## src/rtl/spq_ram.sv

```systemverilog
`timescale 1ns / 1ps
// ----------------------------------------------------------------------------
// spq_ram
// Simple dual-port RAM, one write port, one registered read port.
// ----------------------------------------------------------------------------
module spq_ram #(
    parameter int WIDTH = 32,
    parameter int DEPTH = 64
) (
    input  logic                     aclk,
    input  logic                     we,
    input  logic [$clog2(DEPTH)-1:0] waddr,
    input  logic [WIDTH-1:0]         wdata,
    input  logic [$clog2(DEPTH)-1:0] raddr,
    output logic [WIDTH-1:0]         rdata
);

    logic [WIDTH-1:0] mem [DEPTH];

    // write, then register the read word
    always_ff @(posedge aclk) begin
        if (we) begin
            mem[waddr] <= wdata;
        end
        rdata <= mem[raddr];
    end

endmodule

```

## config.mk

```make
export PLATFORM = sky130hd
export DESIGN_NAME = spq_ram
export DESIGN_NICKNAME = d
export VERILOG_FILES = /design/src/rtl/spq_ram.sv
export SDC_FILE = /design/constraint.sdc
export NUM_CORES = 2
export LEC_CHECK = 0
export BUFFER_PORTS_ARGS = -buffer_cell sky130_fd_sc_hd__buf_2
export CAP_MARGIN = 25
export CORE_ASPECT_RATIO = 1.2
export CORE_UTILIZATION = 35
export DETAILED_ROUTE_END_ITERATION = 10
export GPL_ROUTABILITY_DRIVEN = 0
export PLACE_DENSITY_LB_ADDON = 0.15
export SYNTH_ARGS = -nofsm -noshare
export SYNTH_HDL_FRONTEND = slang
export SYNTH_SLANG_ARGS = --single-unit
```

## constraint.sdc

```tcl
create_clock -name aclk -period 3.92 [get_ports aclk]
set_input_delay 0 -clock aclk [delete_from_list [all_inputs] [get_ports aclk]]
set_output_delay 0 -clock aclk [all_outputs]
set_load 0.02 [all_outputs]
```

==> metrics.md <==
| Metric | Value |
|---|---|
| Fin crit period | `2.57 ns` |
| Main combinational cell family by area after synthesis | `multiplexers` |
| Post-synth cell types | `34` |
| Cts hold-fix bufs | `42` |
| DR WL/cell | `33.5 um` |
| Total grt overflow | `0` |
| Fraction of layout cells with a size suffix above 1 | `30.4%` |
| 1st-iter DRT viols | `3832` |
| YS warnings | `0` |
| Sequential power share | `53.8%` |
| Worst-path fanout max | `17` |
| First-pass GRT wire length | `315000 um` |
| ANT nets after route | `0` |
| Max-cap viol count | `0` |
| Final setup violation count | `0` |
| Fin Setup TNS | `0 ns` |
| Post-Route Utilization | `40.8%` |
| Tot GR Track Use | `20.4%` |
| Pre-CTS setup slack | `0.707 ns` |
| IO Count | `78` |
| Largest buffer count on any clock path | `3` |
| CTS buffer count | `202` |
| Most frequent cells in the layout | `edfxtp_1, mux4_2, clkbuf_16` |
| Multi-input logic area | `16000 um^2` |
| Initial Util | `35.2%` |
| Clk slew on worst S/H paths | `0.06 ns` |
| Critical Path AT | `3.09 ns` |
| Fmax | `0.389 GHz` |
| Clock Latency Late Sink | `0.85 ns` |
| CTS root buffer | `clkbuf_16` |
| Leakage power | `28.1 nW` |
| Buffers on Ports | `77` |
| Layout Cells excl Fill | `6818` |
| Post-synthesis xor/xnor area fraction | `0%` |
| CP Launch Type | `primary input` |
| DR pass1 iterations | `5` |
| Internal power | `0.0359 W` |
| Psw | `0.0100 W` |
| Hpwl dp | `129000 um` |
| DIE WIDTH | `434 um` |
| Initial antenna violation count | `29` |
| Largest net degree at the start of global routing | `65` |
| Min-Delay Path Class | `primary input to flop` |
| Vias per cell | `5.37` |
| Die area | `226000 um^2` |
| Final period util | `65.5%` |
| Post-synthesis mux area share | `16.8%` |
| Top cells by area, synth | `edfxtp_1, mux4_2, mux2i_1, dfxtp_1, o22ai_1` |
| Sequential cell area | `62100 um^2` |
| Post-synth EDFFs | `2048` |
| Post-CTS Setup Bufs | `0` |
| Syn Inst Count | `3324` |
| Seq cells post-synth | `2080` |
| Commonest non-fill, non-tap cell in the layout | `edfxtp_1` |
| WP data required | `4.45 ns` |
| Final hold vios | `0` |
| Clock sink count | `2080` |
| Fraction of registers with async set/reset | `0%` |
| Vias in the first global route | `38536` |
| Synth Area in Adders | `0%` |
| Total Power | `0.0460 W` |
| CORE AREA | `223000 um^2` |
| Switching portion of total power | `21.9%` |
| Final Worst Setup Slack | `1.35 ns` |
| Critical path class | `primary input to flop` |
| Fillcell total | `19431` |
| H-tree levels | `4` |
| Syn-to-layout area delta | `16.0%` |
| Worst slew pin tran | `1.16 ns` |
| RSZ-0062 raised after global routing | `no` |
| Nets@finish | `3710` |
| Post-synth top area share | `78.3%` |
| Syn avg cell area | `23.6 um^2` |
| Simple-gate area share of the yosys netlist | `1.27%` |
| Vias | `36635` |
| Slew margin rel. | `22.9%` |
| Final-report max-slew violation count | `0` |
| Synthesized cell area | `78500 um^2` |
| Clk pwr share | `40.8%` |
| Post-Place Cells | `6394` |
| Chip Height | `521 um` |
| # rows | `190` |
| Combinational Power Share | `5.3%` |
| Crit. End Element | `flop` |
| Max VDD drop | `0.391 mV` |
| PwrDens | `505 nW/um^2` |
| Clock skew | `0.0231 ns` |
| Outcome | `finished, final reports clean` |
| Seq/Total Area, Yosys | `79.1%` |
| Synthesized Nets | `3370` |
| DRC Markers | `0` |
| Main synth FF type | `edfxtp_1` |
| CTS tree | `built` |
| CTS resizes | `0` |
| Routed WL | `228000 um` |
| Area leader, netlist | `edfxtp_1` |
| Synth Area in Compound Gates | `1.67%` |
## power by group through the flow
stage,Sequential (W),Clock [W],Combinational [W]
finish,0.0247,0.0188,0.00245
global route,0.0247,0.0199,0.00260
CTS,0.0248,0.0192,0.00251
detailed placement,0.0252,0,0.00247
global placement,0.0252,0,0.00244
floorplan,0.0252,0,0.00120
## area by class of cell
type,instances,share of cell area (%)
Timing Repair Buffer,318,3.17
Antenna cell,7,0.0192
Multi-Input combinational cell,1062,17.5
Clock inverter,105,0.906
Clock buffer,270,6.02
Tap cell,2976,4.09
Sequential cell,2080,68.2
## metal layers
layer	GRT usage, %	wire length (um)	vias up
met5	0	67	-
met4	7.14	8310	12
met3	3.48	12100	337
met2	34.2	115000	1059
met1	26.6	92900	20270
li1	-	-	14957
## path summary, 6_finish.rpt
check        slack (ns)     endpoint  depth (start not counted)   startpoint
max                1.35  mem[39][23]                          5     waddr[2]
min                0.08  mem[52][21]                          3     waddr[4]
max reg2reg        1.37     rdata[3]                          4   mem[59][3]
min reg2reg        0.86    rdata[20]                          5  mem[58][20]
## critical path, cell delays in order
cell	delay (ns)
dlygate4sd3_1	0.69
buf_2	0.27
nand4_1	0.71
nor2_4	1.09
buf_12	0.29
## logic make-up (layout without fill, tap and decap cells)
family / after synthesis / after routing
DFF: 2080 / 2080
muxes: 637 / 637
other: 0 / 7
buffers and inverters: 182 / 693
AOI/OAI and AO/OA: 202 / 202
and+or+nand+nor: 223 / 223
## through the flow
step           cell area, um^2  hold WS, ns
5_1_grt                  91000       0.0712
6_report                 91000       0.0753
4_1_cts                  91000       0.0259
3_5_place_dp             84300        0.390
3_3_place_gp             84200        0.386
2_1_floorplan            78500       0.0989
## synthesized netlist by cell type, types with 7 or more instances
cell	count
a21oi_1	62
edfxtp_1	2048
nor3_1	7
nand2b_1	8
mux4_2	544
a311oi_1	8
nor2_1	137
mux2i_1	93
o221ai_1	27
clkbuf_1	74
buf_4	25
o22ai_1	84
nor2b_1	15
nand2_1	26
buf_1	21
a22oi_1	12
dfxtp_1	32
buf_2	57
## state kept, by name (all words and copies together), names as in the netlist
register	cells
mem	2048
rdata	32
Power figures use the tool's default switching activity.
