**config.mk**
```make
export PLATFORM = sky130hd
export DESIGN_NAME = spq_lane_div
export DESIGN_NICKNAME = d
export VERILOG_FILES = /design/src/rtl/spq_pkg.sv /design/src/rtl/spq_lane_div.sv
export SDC_FILE = /design/constraint.sdc
export NUM_CORES = 1
export LEC_CHECK = 0
export BUFFER_PORTS_ARGS = -buffer_cell sky130_fd_sc_hd__buf_4
export CAP_MARGIN = 20
export CORE_MARGIN = 2
export CORE_UTILIZATION = 48
export DETAILED_ROUTE_END_ITERATION = 7
export PLACE_DENSITY = 0.61
export RECOVER_POWER = 100
export SKIP_CTS_REPAIR_TIMING = 1
export SYNTH_ARGS = -nofsm -noshare
export SYNTH_HDL_FRONTEND = slang
export SYNTH_SLANG_ARGS = --single-unit
```
**constraint.sdc**
```tcl
create_clock -name aclk -period 8.8 [get_ports aclk]
set_input_delay 1.32 -clock aclk [delete_from_list [all_inputs] [get_ports aclk]]
set_output_delay 1.32 -clock aclk [all_outputs]
set_load 0.005 [all_outputs]
```
**src/rtl/spq_pkg.sv**
```systemverilog
`timescale 1ns / 1ps
// ----------------------------------------------------------------------------
// spq_pkg
// Shared types and constants of the per-token int8 quantizer.
// ----------------------------------------------------------------------------
package spq_pkg;

    localparam int MAX_ROW  = 256;
    localparam int LANES    = 4;
    localparam int LANE_SH  = $clog2(LANES);
    localparam int GROUPS   = MAX_ROW / LANES;
    localparam int GA_W     = $clog2(GROUPS);
    localparam int LEN_W    = 9;
    localparam int VAL_W    = 16;
    localparam int PROD_W   = 32;
    localparam int MAG_W    = 31;
    localparam int NUM_W    = 38;
    localparam int QBITS    = 7;
    localparam int CODE_W   = 8;
    localparam int SCALE_W  = 25;
    localparam int QCNT_W   = 3;
    localparam int SC_REM_W = 7;
    localparam logic [7:0] DIV127 = 8'd127;

    // floor(x/127) = (x * RECIP127) >> RECIP_SH, exact for any 31-bit x
    localparam logic [31:0] RECIP127 = 32'd2164392969;
    localparam int          RECIP_SH = 38;

    typedef enum logic [2:0] {
        S_FILL,
        S_SCALE,
        S_READ,
        S_LOAD,
        S_DIV,
        S_PUT
    } state_t;

    // lane divider controls
    typedef struct packed {
        logic load;
        logic step;
    } lane_ctl_t;

endpackage

```
**src/rtl/spq_lane_div.sv**
```systemverilog
`timescale 1ns / 1ps
// ----------------------------------------------------------------------------
// spq_lane_div
// Bit-serial divider for one lane: round-half-even(|p|*127/amax), signed code.
// ----------------------------------------------------------------------------
module spq_lane_div (
    input  logic                                 aclk,
    input  spq_pkg::lane_ctl_t                   ctl,
    input  logic signed [spq_pkg::PROD_W-1:0]    prod,
    input  logic [spq_pkg::MAG_W-1:0]            den,
    input  logic                                 lane_ok,
    output logic signed [spq_pkg::CODE_W-1:0]    code
);

    localparam int NUM_W = spq_pkg::NUM_W;

    logic [spq_pkg::NUM_W-1:0]  rem_reg, rem_next;
    logic [spq_pkg::NUM_W-1:0]  den_sh_reg, den_sh_next;
    logic [spq_pkg::QBITS-1:0]  q_reg, q_next;
    logic [spq_pkg::MAG_W-1:0]  den_reg;
    logic                       neg_reg, ok_reg, zero_reg;
    logic [spq_pkg::PROD_W-1:0] mag;
    logic [spq_pkg::PROD_W:0]   two_r;
    logic                       up;
    logic [spq_pkg::CODE_W-1:0] q_rnd;
    logic [spq_pkg::CODE_W-1:0] q_sat;

    assign mag = prod[spq_pkg::PROD_W-1] ? (~prod + 1'b1) : prod;

    // load the numerator or retire one quotient bit
    always_comb begin
        rem_next    = rem_reg;
        den_sh_next = den_sh_reg;
        q_next      = q_reg;
        if (ctl.load) begin
            rem_next    = NUM_W'(mag) * NUM_W'(spq_pkg::DIV127);
            den_sh_next = NUM_W'(den) << (spq_pkg::QBITS - 1);
            q_next      = '0;
        end else if (ctl.step) begin
            if (rem_reg >= den_sh_reg) begin
                rem_next = rem_reg - den_sh_reg;
                q_next   = {q_reg[spq_pkg::QBITS-2:0], 1'b1};
            end else begin
                q_next   = {q_reg[spq_pkg::QBITS-2:0], 1'b0};
            end
            den_sh_next = den_sh_reg >> 1;
        end
    end

    always_ff @(posedge aclk) begin
        rem_reg    <= rem_next;
        den_sh_reg <= den_sh_next;
        q_reg      <= q_next;
        if (ctl.load) begin
            neg_reg  <= prod[spq_pkg::PROD_W-1];
            ok_reg   <= lane_ok;
            zero_reg <= (den == '0);
            den_reg  <= den;
        end
    end

    // round half to even against the full divisor, clamp, apply sign
    always_comb begin
        two_r = {rem_reg[spq_pkg::PROD_W-1:0], 1'b0};
        up    = (two_r > (spq_pkg::PROD_W+1)'(den_reg))
             || ((two_r == (spq_pkg::PROD_W+1)'(den_reg)) && q_reg[0]);
        q_rnd = spq_pkg::CODE_W'(q_reg) + spq_pkg::CODE_W'(up);
        q_sat = (q_rnd > spq_pkg::CODE_W'(127)) ? spq_pkg::CODE_W'(127) : q_rnd;
        if (!ok_reg || zero_reg) begin
            code = '0;
        end else begin
            code = neg_reg ? $signed(~q_sat + 1'b1) : $signed(q_sat);
        end
    end

endmodule

```
==> results of run 1 <==
## cells in the mapped netlist, types with 9 or more instances
| master | count | area share (%) |
|---|---|---|
| nor4_1 | 15 | 0.70 |
| nor3_1 | 13 | 0.48 |
| fa_1 | 104 | 15 |
| nand2b_1 | 9 | 0.42 |
| nand4_1 | 19 | 0.88 |
| nand2_1 | 91 | 2.5 |
| a31oi_1 | 10 | 0.46 |
| xnor2_1 | 74 | 4.8 |
| xor2_1 | 43 | 2.8 |
| o21a_1 | 15 | 0.83 |
| mux2i_1 | 16 | 1.2 |
| a211oi_1 | 11 | 0.61 |
| a22o_1 | 29 | 1.9 |
| a21oi_1 | 97 | 3.6 |
| nor2_1 | 84 | 2.3 |
| a21o_1 | 36 | 2.0 |
| edfxtp_1 | 103 | 23 |
| and3_1 | 9 | 0.42 |
| nor2b_1 | 13 | 0.60 |
| inv_1 | 246 | 6.8 |
| ha_1 | 130 | 12 |
| o21ai_0 | 81 | 3.0 |
| nand3_1 | 27 | 1.0 |
| clkbuf_1 | 42 | 1.2 |
| o31ai_1 | 16 | 0.89 |
| dfxtp_1 | 13 | 1.9 |
## worst max-delay path, cell delays in order
cell	delay, ns
clkbuf_1	0.10
or4_1	0.56
or3_1	0.49
o31ai_1	0.33
xor2_1	0.48
inv_1	0.17
ha_1	0.31
inv_1	0.08
fa_1	0.57
fa_1	0.44
fa_1	0.51
inv_1	0.04
ha_1	0.37
a21oi_1	0.40
nand3_1	0.18
a2111oi_0	0.52
o31ai_1	0.23
o31ai_1	0.56
nor4_1	0.10
o22ai_1	0.18
xor2_1	0.22
mux2i_1	0.10
## per-layer routing
metal  vias to the layer above  wire length [µm]  global-route usage (%)
li1                       5207                 -                       -
met1                      4892             15700                    31.0
met2                       199             14300                    37.2
met3                        27               910                    2.25
met4                         0               427                    5.38
met5                         -                 0                       0
## cell families after synthesis
| group | synth area share (%) |
|---|---|
| mux | 1.27 |
| buf+inv | 8.18 |
| simple gates | 11.7 |
| xor+xnor | 8.45 |
| fa+ha+maj | 28.0 |
| flops | 24.8 |
| compound gates | 17.5 |
## per-stage QoR
step / util [%] / setup slack, ns / cells
final: 53.5 / 0.603 / 1918
after global routing: 53.5 / 0.196 / 1918
after CTS: 54.2 / 0.617 / 1918
after detailed placement: 52.1 / 0.201 / 1886
after global placement: 52.1 / 0.274 / 1886
after floorplan: - / 1.16 / 1469
## cell type report
cell class	count	area, µm²	share of cell area, %
repair buffers	86	492	3.32
clock inverters	14	128	0.861
clock buffers	18	439	2.96
well taps	378	473	3.19
inverters	247	927	6.25
multi-input cells	1059	9010	60.8
flip-flops and latches	116	3350	22.6
## final timing paths
path / from / slack, ns / endpoint
setup / recovery: prod[6] / 0.60 / rem_reg[36]$_DFFE_PP_
setup reg to reg: rem_reg[0]$_DFFE_PP_ / 3.30 / rem_reg[6]$_DFFE_PP_
hold reg to reg: den_sh_reg[0]$_SDFFE_PP0P_ / 0.51 / den_sh_reg[0]$_SDFFE_PP0P_
hold / removal: den_sh_reg[0]$_SDFFE_PP0P_ / 0.51 / den_sh_reg[0]$_SDFFE_PP0P_
==> reports/results.ini, run 1 <==
[critical_path]
crit_required_ns = 8.90
crit_fanout = 7
cp-end-kind = register
path_class = primary input to register
arrival_ns = 8.29
reg2regPathDepth = 13
start_kind = primary input

[route]
drt-initial-drc-count = 600
drc = 0
first_pass_iters = 5
ant_nets = 0
viasPerCell = 5.38
routed_wl_um = 31300
post_drt_wl_per_cell_um = 16.3
vias = 10300

[cells_and_area]
largest_reg_flops = 38
mostFrequentLayoutCell = inv_1
diodes = 0
drive_above_1_share_pct = 6.30
fill_cells = 2633
nNetsFinal = 1828
final_area_um2 = 14800
most-common-layout-cells = inv_1 (246), ha_1 (130), fa_1 (104)
area_growth_pct = 9.85

[sta]
tightest_slew_ns = 3.00
rsz0062_at_grt = no
setup_tns_ns = 0
post-route-period-util_pct = 93.2
clock_skew_ns = 0.0131
fmax_mhz = 122
hold_viol_final = 0
worst_hold_slack_ns = 0.515
slew_violations = 264
period_minus_slack_ns = 8.20
setup_violations = 0
slew_headroom_pct = -99.9

[grt]
antenna_found_initial = 0
grt_remaining_overflow = 0
grt_pass1_wl_um = 51800
grt_max_degree = 73
grtUsageTotal_pct = 22.2
grt_pass1_vias = 10500

[synth]
netlist_area_um2 = 13500
syn-instance-count = 1469
synth_nets = 1770
synth-seq-cells = 116
synth_cell_types = 72
seq_area_frac_synth_pct = 24.8
yosysWarnings = 0
syn-mean-instance-area_um2 = 9.19
synth_edf_count = 103
synth_flop_cell = edfxtp_1
synthArstFlopShare_pct = 0

[place]
place_hpwl_um = 25500
post_dp_cell_area_um2 = 14400
gp_congestion = 0.882
io_buffers = 74

[floorplan]
die_h_um = 172
initial_utilization_pct = 48.7
dieWidth_um = 172
die-area_um2 = 29500
boundaryPins = 75
coreArea_um2 = 27700
rows = 61

[hold_path]
hold_depth = 2
hp-class = register to register

[clocking]
cts_buffers = 17
path_clk_slew_ns = 0.06
h-tree-depth = 4
worstSkewPairLatency_ns = 0.42
clock_path_buffers = 2
tritoncts_num_sinks = 116
cts_tree = done
root_buffer = clkbuf_16

[run_status]
outcome = finished with violations
failed_checks = max-capacitance violations, max-slew violations

[run]
max_cap_violations = 6

Power of run 1 is left out: the tool's default activity adds up to more than one toggle a clock period on the data nets, which glitch-free logic cannot reach.
==> inputs of run 2 (changes only) <==
--- a/config.mk
+++ b/config.mk
@@ -5,7 +5,7 @@
 export SDC_FILE = /design/constraint.sdc
 export NUM_CORES = 1
 export LEC_CHECK = 0
-export BUFFER_PORTS_ARGS = -buffer_cell sky130_fd_sc_hd__buf_4
+export BUFFER_PORTS_ARGS = -buffer_cell sky130_fd_sc_hd__buf_2
 export CAP_MARGIN = 20
 export CORE_MARGIN = 2
 export CORE_UTILIZATION = 48
==> run 2 against run 1 <==
The flow still finishes with violations (max-capacitance violations, max-slew violations); design area is essentially flat; die area unchanged; core utilization hardly changed; critical path depth unchanged; first-iteration DRC count increased by 7.0%; register-to-register slack worse by 0.02 ns; fmax rose by 0.78%.
==> reports/results.ini, run 2 (synthesized netlist as in run 1, its figures left out) <==
[run_status]
outcome = finished with violations
failed_checks = max-capacitance violations, max-slew violations

[cells_and_area]
fill_cells = 2623
mostFrequentLayoutCell = inv_1
area_growth_pct = 9.76
most-common-layout-cells = inv_1 (246), ha_1 (130), fa_1 (104)
largest_reg_flops = 38
drive_above_1_share_pct = 6.42
fin_util_pct = 53.5
nNetsFinal = 1829
diodes = 0

[sta]
tightest_slew_ns = 3.02
period_minus_slack_ns = 8.13
slew_headroom_pct = -101
clock_skew_ns = 0.0112
setup_violations = 0
rsz0062_at_grt = no
slew_violations = 104
fmax_mhz = 123
setup_tns_ns = 0
hold_viol_final = 0
post-route-period-util_pct = 92.4

[critical_path]
cpLargestDelayFamily = compound AO/OA/AOI/OAI gates
rrSetupSlack_ns = 3.28
cp_slowest_stage_delay_ns = 0.57
critPathBufInv = 4
path_class = primary input to register
cp-end-kind = register
path_cells = buf_2 > or4_1 > or3_1 > o31ai_1 > xor2_1 > inv_1 > ha_1 > inv_1 > fa_1 > fa_1 > fa_1 > inv_1 > ha_1 > a21oi_1 > nand3_1 > a2111oi_0 > o31ai_1 > o31ai_1 > o21ai_0 > o21ai_0 > xor2_1 > a21oi_1
crit_slowest_cell = fa_1
crit_fanout = 7
crit_required_ns = 8.93
start_kind = primary input
arrival_ns = 8.27

[clocking]
h-tree-depth = 4
tritoncts_num_sinks = 116
path_clk_slew_ns = 0.06
clock_path_buffers = 2
root_buffer = clkbuf_16
cts_buffers = 17
worstSkewPairLatency_ns = 0.41
cts_tree = done

[grt]
grtUsageTotal_pct = 22.0
grt_pass1_vias = 10400
grt_max_degree = 72
grt_remaining_overflow = 0
antenna_found_initial = 0
grt_pass1_wl_um = 51500

[route]
vias = 10500
routed_wl_um = 31200
viasPerCell = 5.45
wl_met1_um = 15600
post_drt_wl_per_cell_um = 16.3
ant_nets = 0
drt-initial-drc-count = 642
route.met2.wl_um = 14300
drc = 0
wl_met3_um = 1050
first_pass_iters = 6
dr.max_layer_used = met4

[floorplan]
die_h_um = 172
dieWidth_um = 172
die-area_um2 = 29500
boundaryPins = 75
initial_utilization_pct = 48.7
coreArea_um2 = 27700
rows = 61

[place]
gp_congestion = 0.878
place_hpwl_um = 25400
io_buffers = 74

[run]
max_cap_violations = 2

[hold_path]
hp-class = register to register

[run 2: per-stage QoR]
| stage | hold slack, ns | cells | area (µm²) | setup WS [ns] |
|---|---|---|---|---|
| after floorplan | 0.465 | 1469 | 13500 | 1.16 |
| after global placement | 0.487 | 1887 | 14300 | 0.186 |
| after detailed placement | 0.508 | 1887 | 14300 | 0.220 |
| after CTS | 0.520 | 1919 | 14900 | 0.642 |
| after global routing | 0.548 | 1919 | 14800 | 0.121 |
| final | 0.529 | 1919 | 14800 | 0.666 |
[run 2: layout make-up]
class                           instances  area (µm²)  share of cell area [%]
Clock inverter                         14         179                    1.21
Sequential cell                       116        3350                    22.6
Timing Repair Buffer                   87         400                    2.70
Tap cell                              378         473                    3.19
Multi-Input combinational cell       1059        9040                    61.0
Inverter                              247         927                    6.26
Clock buffer                           18         439                    2.96
[run 2: final timing paths]
path	start	end	cells after the start
setup / recovery	prod[6]	rem_reg[32]$_DFFE_PP_	22
hold / removal	den_sh_reg[2]$_SDFFE_PP0P_	den_sh_reg[2]$_SDFFE_PP0P_	2
setup reg to reg	rem_reg[0]$_DFFE_PP_	rem_reg[22]$_DFFE_PP_	13
hold reg to reg	den_sh_reg[2]$_SDFFE_PP0P_	den_sh_reg[2]$_SDFFE_PP0P_	2
[run 2: metal layers]
metal	global-route usage (%)	vias to the layer above
met4	4.57	0
met2	36.4	228
met5	0	-
li1	-	5215
met1	31.2	4993
met3	2.28	26
[run 2: worst reg2reg max path, cell delays in order, from the launching register on]
cell and delay, ns:
edfxtp_1 0.39, inv_1 0.06, ha_1 0.22, fa_1 0.41, nor2b_1 0.17, o31ai_1 0.10, a21oi_1 0.42, a31oi_1 0.28
a2111oi_0 0.58, o21ai_0 0.17, a211oi_1 0.24, o21ai_0 0.25, nand2b_1 0.70, clkbuf_1 1.11
Power of run 2 is left out for the same reason.
